<file path="src/rtl/c3dc_pkg.sv">
// ----------------------------------------------------------------------------
// c3dc_pkg: shared types and constants of the 3x3 convolution filter
// Field widths, register indexes and the front-to-back queue entry.
// ----------------------------------------------------------------------------
package c3dc_pkg;

  localparam int MAX_WIDTH  = 1024;
  localparam int MAX_HEIGHT = 1024;
  localparam int COEF_BITS  = 8;
  localparam int PIX_MAX    = 255;
  localparam int DIM_BITS   = 11;
  localparam int POS_BITS   = 10;
  localparam int COL_BITS   = $clog2(MAX_WIDTH);
  localparam int CROW_BITS  = 3 * COEF_BITS;
  localparam int CFG_BITS   = 24;
  localparam int IDX_BITS   = 3;
  localparam int DIV_BITS   = 10;
  localparam int SUM_BITS   = 8 + COEF_BITS + 4 + 1;
  localparam int QUEUE_DEPTH = 4;

  typedef enum logic [IDX_BITS-1:0] {
    REG_COEF_TOP = 3'd0,
    REG_COEF_MID = 3'd1,
    REG_COEF_BOT = 3'd2,
    REG_DIVISOR  = 3'd3,
    REG_WIDTH    = 3'd4,
    REG_HEIGHT   = 3'd5
  } reg_idx_t;

  // one complete window with its position, handed from front to back
  typedef struct packed {
    logic [8:0][23:0]      taps;   // row-major, top-left first
    logic [POS_BITS-1:0]   row;
    logic [POS_BITS-1:0]   col;
    logic                  last;
  } win_t;

  typedef enum logic [1:0] {
    ST_IDLE = 2'd0,
    ST_MAC  = 2'd1,
    ST_DIV  = 2'd2,
    ST_OUT  = 2'd3
  } back_state_t;

endpackage

</file>
<file path="src/rtl/c3dc_queue.sv">
// ----------------------------------------------------------------------------
// c3dc_queue: small window queue between front and back
// Register-file FIFO; lets intake and arithmetic stall independently.
// ----------------------------------------------------------------------------
module c3dc_queue (
  input  logic           clk,
  input  logic           rst,
  input  logic           push_valid,
  output logic           push_ready,
  input  c3dc_pkg::win_t push_data,
  output logic           pop_valid,
  input  logic           pop_ready,
  output c3dc_pkg::win_t pop_data
);

  localparam int AB = $clog2(c3dc_pkg::QUEUE_DEPTH);

  c3dc_pkg::win_t  mem [c3dc_pkg::QUEUE_DEPTH];
  logic [AB-1:0]   wr_ptr, rd_ptr;
  logic [AB:0]     count;
  logic            push, pop;

  assign push_ready = count != (AB+1)'(c3dc_pkg::QUEUE_DEPTH);
  assign pop_valid  = count != '0;
  assign push       = push_valid && push_ready;
  assign pop        = pop_valid && pop_ready;
  assign pop_data   = mem[rd_ptr];

  always_ff @(posedge clk) begin
    if (rst) begin
      wr_ptr <= '0;
      rd_ptr <= '0;
      count  <= '0;
    end else begin
      if (push) wr_ptr <= wr_ptr + AB'(1);
      if (pop)  rd_ptr <= rd_ptr + AB'(1);
      count <= count + (AB+1)'(push) - (AB+1)'(pop);
    end
    if (push) mem[wr_ptr] <= push_data;
  end

endmodule

</file>
<file path="config.mk">
export PLATFORM = sky130hd
export DESIGN_NAME = c3dc_queue
export DESIGN_NICKNAME = d
export VERILOG_FILES = /design/src/rtl/c3dc_pkg.sv /design/src/rtl/c3dc_queue.sv
export SDC_FILE = /design/constraint.sdc
export NUM_CORES = 1
export LEC_CHECK = 0
export BUFFER_PORTS_ARGS = -buffer_cell sky130_fd_sc_hd__clkbuf_2
export CAP_MARGIN = 20
export CORE_ASPECT_RATIO = 1.5
export CORE_MARGIN = 1.5
export CORE_UTILIZATION = 61
export CTS_BUF_LIST = sky130_fd_sc_hd__clkbuf_16
export DETAILED_ROUTE_END_ITERATION = 16
export GPL_TIMING_DRIVEN = 0
export PLACE_DENSITY = 0.84
export SLEW_MARGIN = 0
export SYNTH_ARGS = -nofsm -noshare
export SYNTH_HDL_FRONTEND = slang
export SYNTH_SLANG_ARGS = --single-unit
</file>
<file path="constraint.sdc">
create_clock -name clk -period 15.47 [get_ports clk]
set_clock_uncertainty 0.15 [all_clocks]
set_input_delay 1.547 -clock clk [delete_from_list [all_inputs] [get_ports clk]]
set_output_delay 1.547 -clock clk [all_outputs]
set_load 0.01 [all_outputs]
</file>
## Yosys cells after proc, flatten, opt, wreduce, memory -nomap -nowiden

Memory sizes are Yosys's and may differ from the RTL's. A register that Yosys moved wholly into a read port is not among the register bits.
Index checks and enable logic that the tools add are counted.

| cells by class | value |
|---|---|
| add/sub/neg operators | 4 |
| divide/modulo/power cells | 0 |
| eq/ne operators | 1 |
| magnitude comparators | 0 |
| shift operators | 0 |
| bitwise operators | 0 |
| multiplexer cells | 4 |
| $mul | 0 |
| reduce and logical (&&, ||, !) cells | 3 |

Operators by type and width:

| operator | number |
|---|---|
| $add A2 B1 Y2 const B | 2 |
| $mux W2 | 2 |
| $add A3 B1 Y3 | 1 |
| $ne A3 B3 Y1 const B | 1 |
| $reduce_bool A3 Y1 | 1 |
| $sub A3 B1 Y3 | 1 |
| $logic_and A1 B1 Y1 | 2 |
| $mux W1 | 2 |

| storage, ports and cells | value |
|---|---|
| bits in latches | 0 |
| input port bits | 241 |
| ROM bits | 0 |
| bits in writable memories | 948 |
| bits in registers | 7 |
| output and inout port bits | 239 |
| memories | 1 |
| word-level logic and storage cells | 16 |

Memory list:

| name | depth | bits a word | read ports | clocked after memory_dff | write ports | line | source |
|---|---|---|---|---|---|---|---|
| mem | 4 | 237 | 1 | 1 | 1 | c3dc_queue.sv:18 | `c3dc_pkg::win_t mem [c3dc_pkg::QUEUE_DEPTH];` |

## Depth between registers and ports, before layout

Gate-level depths: netlist of the first run.

| logic depth | value |
|---|---|
| depth after elaboration | 4 |
| gate-level depth with buffers | 11 |
| mapped depth without buffers | 11 |

## Worst setup path before layout of the first run

No wires, ideal clock.

| path | value |
|---|---|
| path kind | input-to-reg |
| start | in push_valid |
| end | mem mem[0][0] (netlist bit) (enable) |
| slack | 7.356 ns |
| required time | 14.692 ns |
| stages on the path | 2 |
| setup time | 0.628 ns |
| arrival time | 7.337 ns |
| cells stage by stage | a21boi_1 > and2_1 |

| on the way | value |
|---|---|
| cells in the longest elaborated chain, start to end | 3 |

RTL lines:

| element | line | source |
|---|---|---|
| start: declaration | c3dc_queue.sv:8 | `input logic push_valid,` |
| $logic_and A1 B1 Y1 | c3dc_queue.sv:25 | `assign push = push_valid && push_ready;` |
| $mux W1 | c3dc_queue.sv:39 | `if (push) mem[wr_ptr] <= push_data;` |
| $mux W1 (implied by the code) | c3dc_queue.sv:39 |  |
| end: declaration | c3dc_queue.sv:18 |  |

No other way between the ends.

==> metrics.yaml, run 1 <==
vdd_ir_drop_max_v: 0.000144
initial_core_util_pct: 61.7
cts_tree: "done"
first_pass_iters: 5
rsz0062_at_grt: "false"
outcome: "complete, no violations"
final_cells: 2707
cellLeakagePower_nw: 14.0
reg2reg_depth: 5
cts_sinks: 957
crit_type: "reg -> out"
slowest_stage: "clkbuf_1"
synth_area_um2: 34900
arrival_ns: 2.80
crit_chain: "clkbuf_1, buf_2, mux4_2, clkbuf_2"
place_ws_ns: 11.42
fin_crit_sh_pct: 29.0
r2r_start: "count[1]"
worst_setup_path_start_kind: "flip-flop"
antenna_found_initial: 18
row_count: 107
synthDistinctLibCells: 25
synth_edf_count: 948
hold_depth: 2
min_to: "wr_ptr[1]"
coreArea_um2: 56600
io_pins: 480
post_cts_buffers: 0
area_growth_syn_to_layout_pct: 18.4
rrSetupSlack_ns: 12.50
grt_pass1_vias: 17301
grt_max_degree: 59
worst_pin_slew_ns: 0.981
grt_first_pass_wirelength_mm: 110
async_reset_ff_share_pct: 0
worstHoldStart: "wr_ptr[1]"
ant_nets: 0
fin_nets: 2114
drt-initial-drc-count: 1126
cts_inserted_buffers: 82
io_buffers: 478
gp_congestion: 0.762
maxSlewViolCount: 0
vias: 16233
synth.avg_cell_area_um2: 27.1
track_usage_pct: 26.2
pwr_density_cell_nw_per_um2: 169
hold_class: "reg -> reg"
wl_per_cell_um: 28.1
placedCellCount: 2545
regToRegEndpoint: "mem[0][51]"
worst_slack_ns: 10.98
ys_ff_latch: 957
cts_buffer_depth: 3
synth.most_common_cell: "edfxtp_1"
cts_max_level: 3
endpoint_kind: "primary output"
wirelength_mm: 76.0
crit_family: "buffers and inverters"
ys.warnings.count: 0
synth_ff_type: "edfxtp_1"
ys_seq_area_share_pct: 82.0
cp.required_ns: 13.77
max_freq_ghz: 0.223
drive_gt1_share_pct: 46.7
synth_top_area_cell: "edfxtp_1"
dieArea_um2: 58700
grt_overflow: 0
setup-tns-final_ns: 0
crit_path_max_incr_delay_ns: 0.74
dp_hpwl_mm: 47.8
ctsHoldBuffers: 0
netlist_instances: 1287
synth_common_cells: "edfxtp_1 (948), mux4_2 (237), buf_12 (25)"
clock-root-buffer: "clkbuf_16"
hold_viol: 0
synth_top_area_share_pct: 81.5
syn_nets: 1535
die_y_um: 296
finalSetupViolations: 0
drv_cap: 0
worst-path-buf-inv: 3
drc: 0
clkLatencyLatePin_ns: 0.62
crit_path_max_fanout: 10
die_w_um: 198
vias_per_cell: 6.00
path_clk_slew_ns: 0.06
total_power_mw: 7.00
cts_resized: 0
synth_area_leaders: "edfxtp_1 (82%), mux4_2 (15%), buf_12 (1.4%)"
slew_headroom_pct: 34.6
fin_crit_ns: 4.49
-- where the power goes --
part           total, mW  leakage, nW  internal, mW  switching [mW]
clock               1.98         1.34          1.08           0.896
combinational       1.78         3.93         0.824           0.951
sequential          3.25         8.75          3.17          0.0776
-- area by class of cell --
type | count | area, um2
timing repair buffer | 495 | 2850
tap | 763 | 955
clock inverter | 60 | 482
fill | 3049 | 15300
antenna | 18 | 45.0
clock buffer | 84 | 2100
inverter | 5 | 18.8
multi-input combinational | 271 | 5610
sequential | 957 | 28600
buffer | 54 | 658
-- through the flow --
step | instance area, um2 | utilization (%) | hold WS [ns]
final | 41400 | 73.0 | 0.409
after global routing | 41400 | 73.0 | 0.424
after CTS | 41300 | 73.0 | 0.408
after detailed placement | 38700 | 68.4 | 0.399
after global placement | 38300 | 67.6 | 0.343
after floorplan | 34900 | - | 0.332
-- cells by family (layout without fill, tap and decap cells) --
logic type               count (synthesis)  count (layout)  share of synthesized area [%]
AO/OA/AOI/OAI                            3               3                         0.0717
XOR/XNOR                                 3               3                         0.0752
adder cells (fa/ha/maj)                  7               7                          0.272
buffers and inverters                   59             698                           1.94
flip-flops                             957             957                           82.0
multiplexers                           239             239                           15.3
other                                    0              18                              0
AND/OR/NAND/NOR                         19              19                          0.272
-- worst min-delay path, stage by stage (launching register included) --
cell	delay [ns]
dfxtp_1	0.34
nand2b_1	0.09
mux2i_1	0.07
-- sequential cells by signal (all words and copies together), names as in the netlist, named ones only --
register	count
wr_ptr	2
count	3
rd_ptr	2
mem	948
-- placed cells by master (no fill, tap or decap), types with 2 or more instances in the layout --
| cell | instances |
|---|---|
| edfxtp_1 | 948 |
| clkbuf_2 | 478 |
| mux4_2 | 237 |
| clkbuf_16 | 84 |
| buf_12 | 25 |
| buf_2 | 24 |
| inv_1 | 23 |
| diode_2 | 18 |
| buf_16 | 16 |
| clkinv_1 | 15 |
| clkinv_2 | 11 |
| dfxtp_1 | 9 |
| nor2_1 | 8 |
| ha_1 | 6 |
| bufinv_16 | 5 |
| and2_4 | 4 |
| clkbuf_1 | 3 |
| inv_16 | 3 |
| inv_6 | 3 |
| buf_8 | 2 |
| xor2_1 | 2 |
| nand2b_1 | 2 |
| inv_4 | 2 |
-- routing by layer --
layer	part of all wire, %	vias up	routed length (um)	track usage (%)
met1	33	8460	25100	30.5
met2	54	813	41100	45.6
met3	8.2	166	6200	6.52
li1	-	6788	-	-
met5	0.055	-	42	0
met4	4.6	6	3530	12.8
-- worst max path at each step --
stage                     depth (start not counted)  slack [ns]             to  startpoint
after detailed placement                          5       11.42     mem[0][85]  push_valid
final                                             4       10.98  pop_data[187]   flip-flop
after global placement                            3        3.23     mem[1][11]  push_valid
after CTS                                         4       10.86  pop_data[187]   flip-flop
after global routing                              4       10.87  pop_data[190]   flip-flop
after floorplan                                   2        7.36      mem[0][0]  push_valid
Note: power is estimated with default switching activity, not from simulation.
==> run 2, diff against run 1 <==
--- a/config.mk
+++ b/config.mk
@@ -9,11 +9,11 @@
 export CAP_MARGIN = 20
 export CORE_ASPECT_RATIO = 1.5
 export CORE_MARGIN = 1.5
-export CORE_UTILIZATION = 61
+export CORE_UTILIZATION = 57
 export CTS_BUF_LIST = sky130_fd_sc_hd__clkbuf_16
 export DETAILED_ROUTE_END_ITERATION = 16
 export GPL_TIMING_DRIVEN = 0
-export PLACE_DENSITY = 0.84
+export PLACE_DENSITY = 0.79
 export SLEW_MARGIN = 0
 export SYNTH_ARGS = -nofsm -noshare
 export SYNTH_HDL_FRONTEND = slang
==> constraint.sdc (replaced) <==
create_clock -name clk -period 4.4 [get_ports clk]
set_clock_uncertainty 0.15 [all_clocks]
set_input_delay 0.44 -clock clk [delete_from_list [all_inputs] [get_ports clk]]
set_output_delay 0.44 -clock clk [all_outputs]
set_load 0.01 [all_outputs]
==> metrics.yaml, run 2 (synthesis results as in run 1) <==
outcome: "complete, no violations"
worst_setup_path_start_kind: "flip-flop"
arrival_ns: 2.78  # -0.02 ns
power_frac_clock_pct: 29.5  # +1.3 points
die_w_um: 205  # +3.4%
wl_per_cell_um: 27.4  # -2.3%
io_pins: 480  # unchanged
area_growth_syn_to_layout_pct: 25.9
vdd_ir_drop_max_v: 0.000451  # +210%
cts_sinks: 957  # unchanged
cp.required_ns: 3.81  # -9.96 ns
rrSetupSlack_ns: 1.05  # -11.45 ns
slew_headroom_pct: 28.3  # -6.3 points
antenna_found_initial: 9  # -9
clock-root-buffer: "clkbuf_16"
hold_viol: 0  # unchanged
initial_core_util_pct: 57.4  # -4.3 points
cp_num_cells: 4  # unchanged
endpoint_kind: "primary output"
switching_power_mw: 6.94  # +260%
io_buffers: 478  # unchanged
crit_path_max_incr_delay_ns: 0.81  # +0.07 ns
rsz0062_at_grt: "false"
fin_area_um2: 44000  # +6.3%
nFillCells: 3324  # +9.0%
cts_buffer_depth: 3  # unchanged
drc: 0  # unchanged
hold_class: "in -> reg"
final_common_cell: "edfxtp_1"
seq_power_share_pct: 45.0  # -1.4 points
wirelength_mm: 81.5  # +7.2%
vias_per_cell: 5.85  # -2.4%
dp_hpwl_mm: 46.1  # -3.5%
slowest_stage: "clkbuf_1"
drt-initial-drc-count: 1308  # +16%
crit_path_max_fanout: 11  # +1
drive_gt1_share_pct: 41.9  # -4.8 points
worst-path-buf-inv: 3  # unchanged
track_usage_pct: 26.6  # +0.38 points
largest_register: "mem"
fin_crit_ns: 3.37
drv_cap: 0  # unchanged
worst_pin_slew_ns: 1.08  # +0.0950 ns
finalSetupViolations: 0  # unchanged
cellLeakagePower_nw: 15.1  # +7.6%
maxSlewViolCount: 0  # unchanged
crit_chain: "clkbuf_1, buf_2, mux4_2, clkbuf_2"
row_count: 111  # +3.7%
gp_congestion: 0.770  # +1.1%
largest_reg_flops: 948  # unchanged
vias: 17386  # +7.1%
netSwitchingFraction_pct: 27.3  # -0.20 points
grt_first_pass_wirelength_mm: 120  # +9.5%
cts_resized: 0  # unchanged
pwr_density_cell_nw_per_um2: 578  # +240%
clkLatencyLatePin_ns: 0.61  # about the same
hold_depth: 3  # +1
place_area_um2: 38800  # about the same
cts_tree: "done"
max_freq_ghz: 0.297
die_y_um: 306  # +3.4%
final_cell_mix: "edfxtp_1 (948), clkbuf_2 (478), dlygate4sd3_1 (238)"
cts_inserted_buffers: 83  # +1.2%
fin_nets: 2353  # +11%
cts_max_level: 3  # unchanged
crit_type: "reg -> out"
p_int_mw: 18.5  # +260%
ant_nets: 0  # unchanged
dieArea_um2: 62800  # +6.9%
total_power_mw: 25.4  # +260%
fin_crit_sh_pct: 76.6
grt_max_degree: 58  # -1.7%
crit_family: "buffers and inverters"
grt_overflow: 0  # unchanged
path_clk_slew_ns: 0.06  # about the same
first_pass_iters: 5  # unchanged
reg2reg_depth: 6  # +1
coreArea_um2: 60800  # +7.4%
grt_pass1_vias: 18831  # +8.8%
pwr-share-comb_pct: 25.5  # about the same
top_regs: "mem (948), count (3)"
==> run 2: timing repair <==
action,4_1_cts,5_1_grt
buffers inserted,0,0
hold buffers,238,0
hold endpoints to repair,950,0
==> run 2: cell type report <==
| class | instances | area, um2 | share of cell area [%] |
|---|---|---|---|
| Clock buffer | 87 | 2180 | 4.95 |
| Multi-Input combinational cell | 271 | 5610 | 12.8 |
| Inverter | 5 | 18.8 | 0.0427 |
| Clock inverter | 66 | 628 | 1.43 |
| Tap cell | 791 | 990 | 2.25 |
| Buffer | 54 | 658 | 1.50 |
| Sequential cell | 957 | 28600 | 65.1 |
| Timing Repair Buffer | 733 | 5230 | 11.9 |
| Antenna cell | 7 | 17.5 | 0.0398 |
==> run 2: worst reg2reg max path: cells and delay by family, from the launching register on <==
kind,cells,cell delay [ns]
AO/OA/AOI/OAI,1,0.54
buffers and inverters,3,0.98
flip-flops,1,0.46
AND/OR/NAND/NOR,2,0.78
==> run 2: layer usage <==
layer,part of all wire [%],GRT usage (%)
met1,34,31.7
met2,54,46.2
met3,8.0,5.73
met4,4.7,12.3
met5,0.048,0
==> run 2: worst paths after layout <==
path	startpoint	endpoint
hold / removal	push_valid	wr_ptr[1]
setup / recovery	flip-flop	pop_data[189]
hold reg to reg	wr_ptr[1]	wr_ptr[1]
setup reg to reg	count[1]	mem[2][200]
==> run 2: through the flow <==
| step | util (%) | hold slack, ns | cells | worst slack, ns | TNS (ns) |
|---|---|---|---|---|---|
| 2_1_floorplan | - | 0.332 | 1287 | -0.0163 | -15.43 |
| 3_3_place_gp | 63.0 | 0.342 | 2556 | -2.27 | -2109.14 |
| 3_5_place_dp | 63.7 | 0.380 | 2573 | 1.05 | 0 |
| 4_1_cts | 72.3 | 0.109 | 2964 | 0.916 | 0 |
| 5_1_grt | 72.3 | 0.176 | 2970 | 0.827 | 0 |
| 6_report | 72.3 | 0.164 | 2971 | 1.03 | 0 |
==> run 2: power by group through the flow <==
stage	sequential (mW)	clock, mW	combinational [mW]
6_report	11.4	7.51	6.48
2_1_floorplan	11.6	0	3.86
3_5_place_dp	11.6	0	6.22
4_1_cts	11.4	7.55	6.49
3_3_place_gp	11.7	0	5.97
5_1_grt	11.5	7.91	6.85
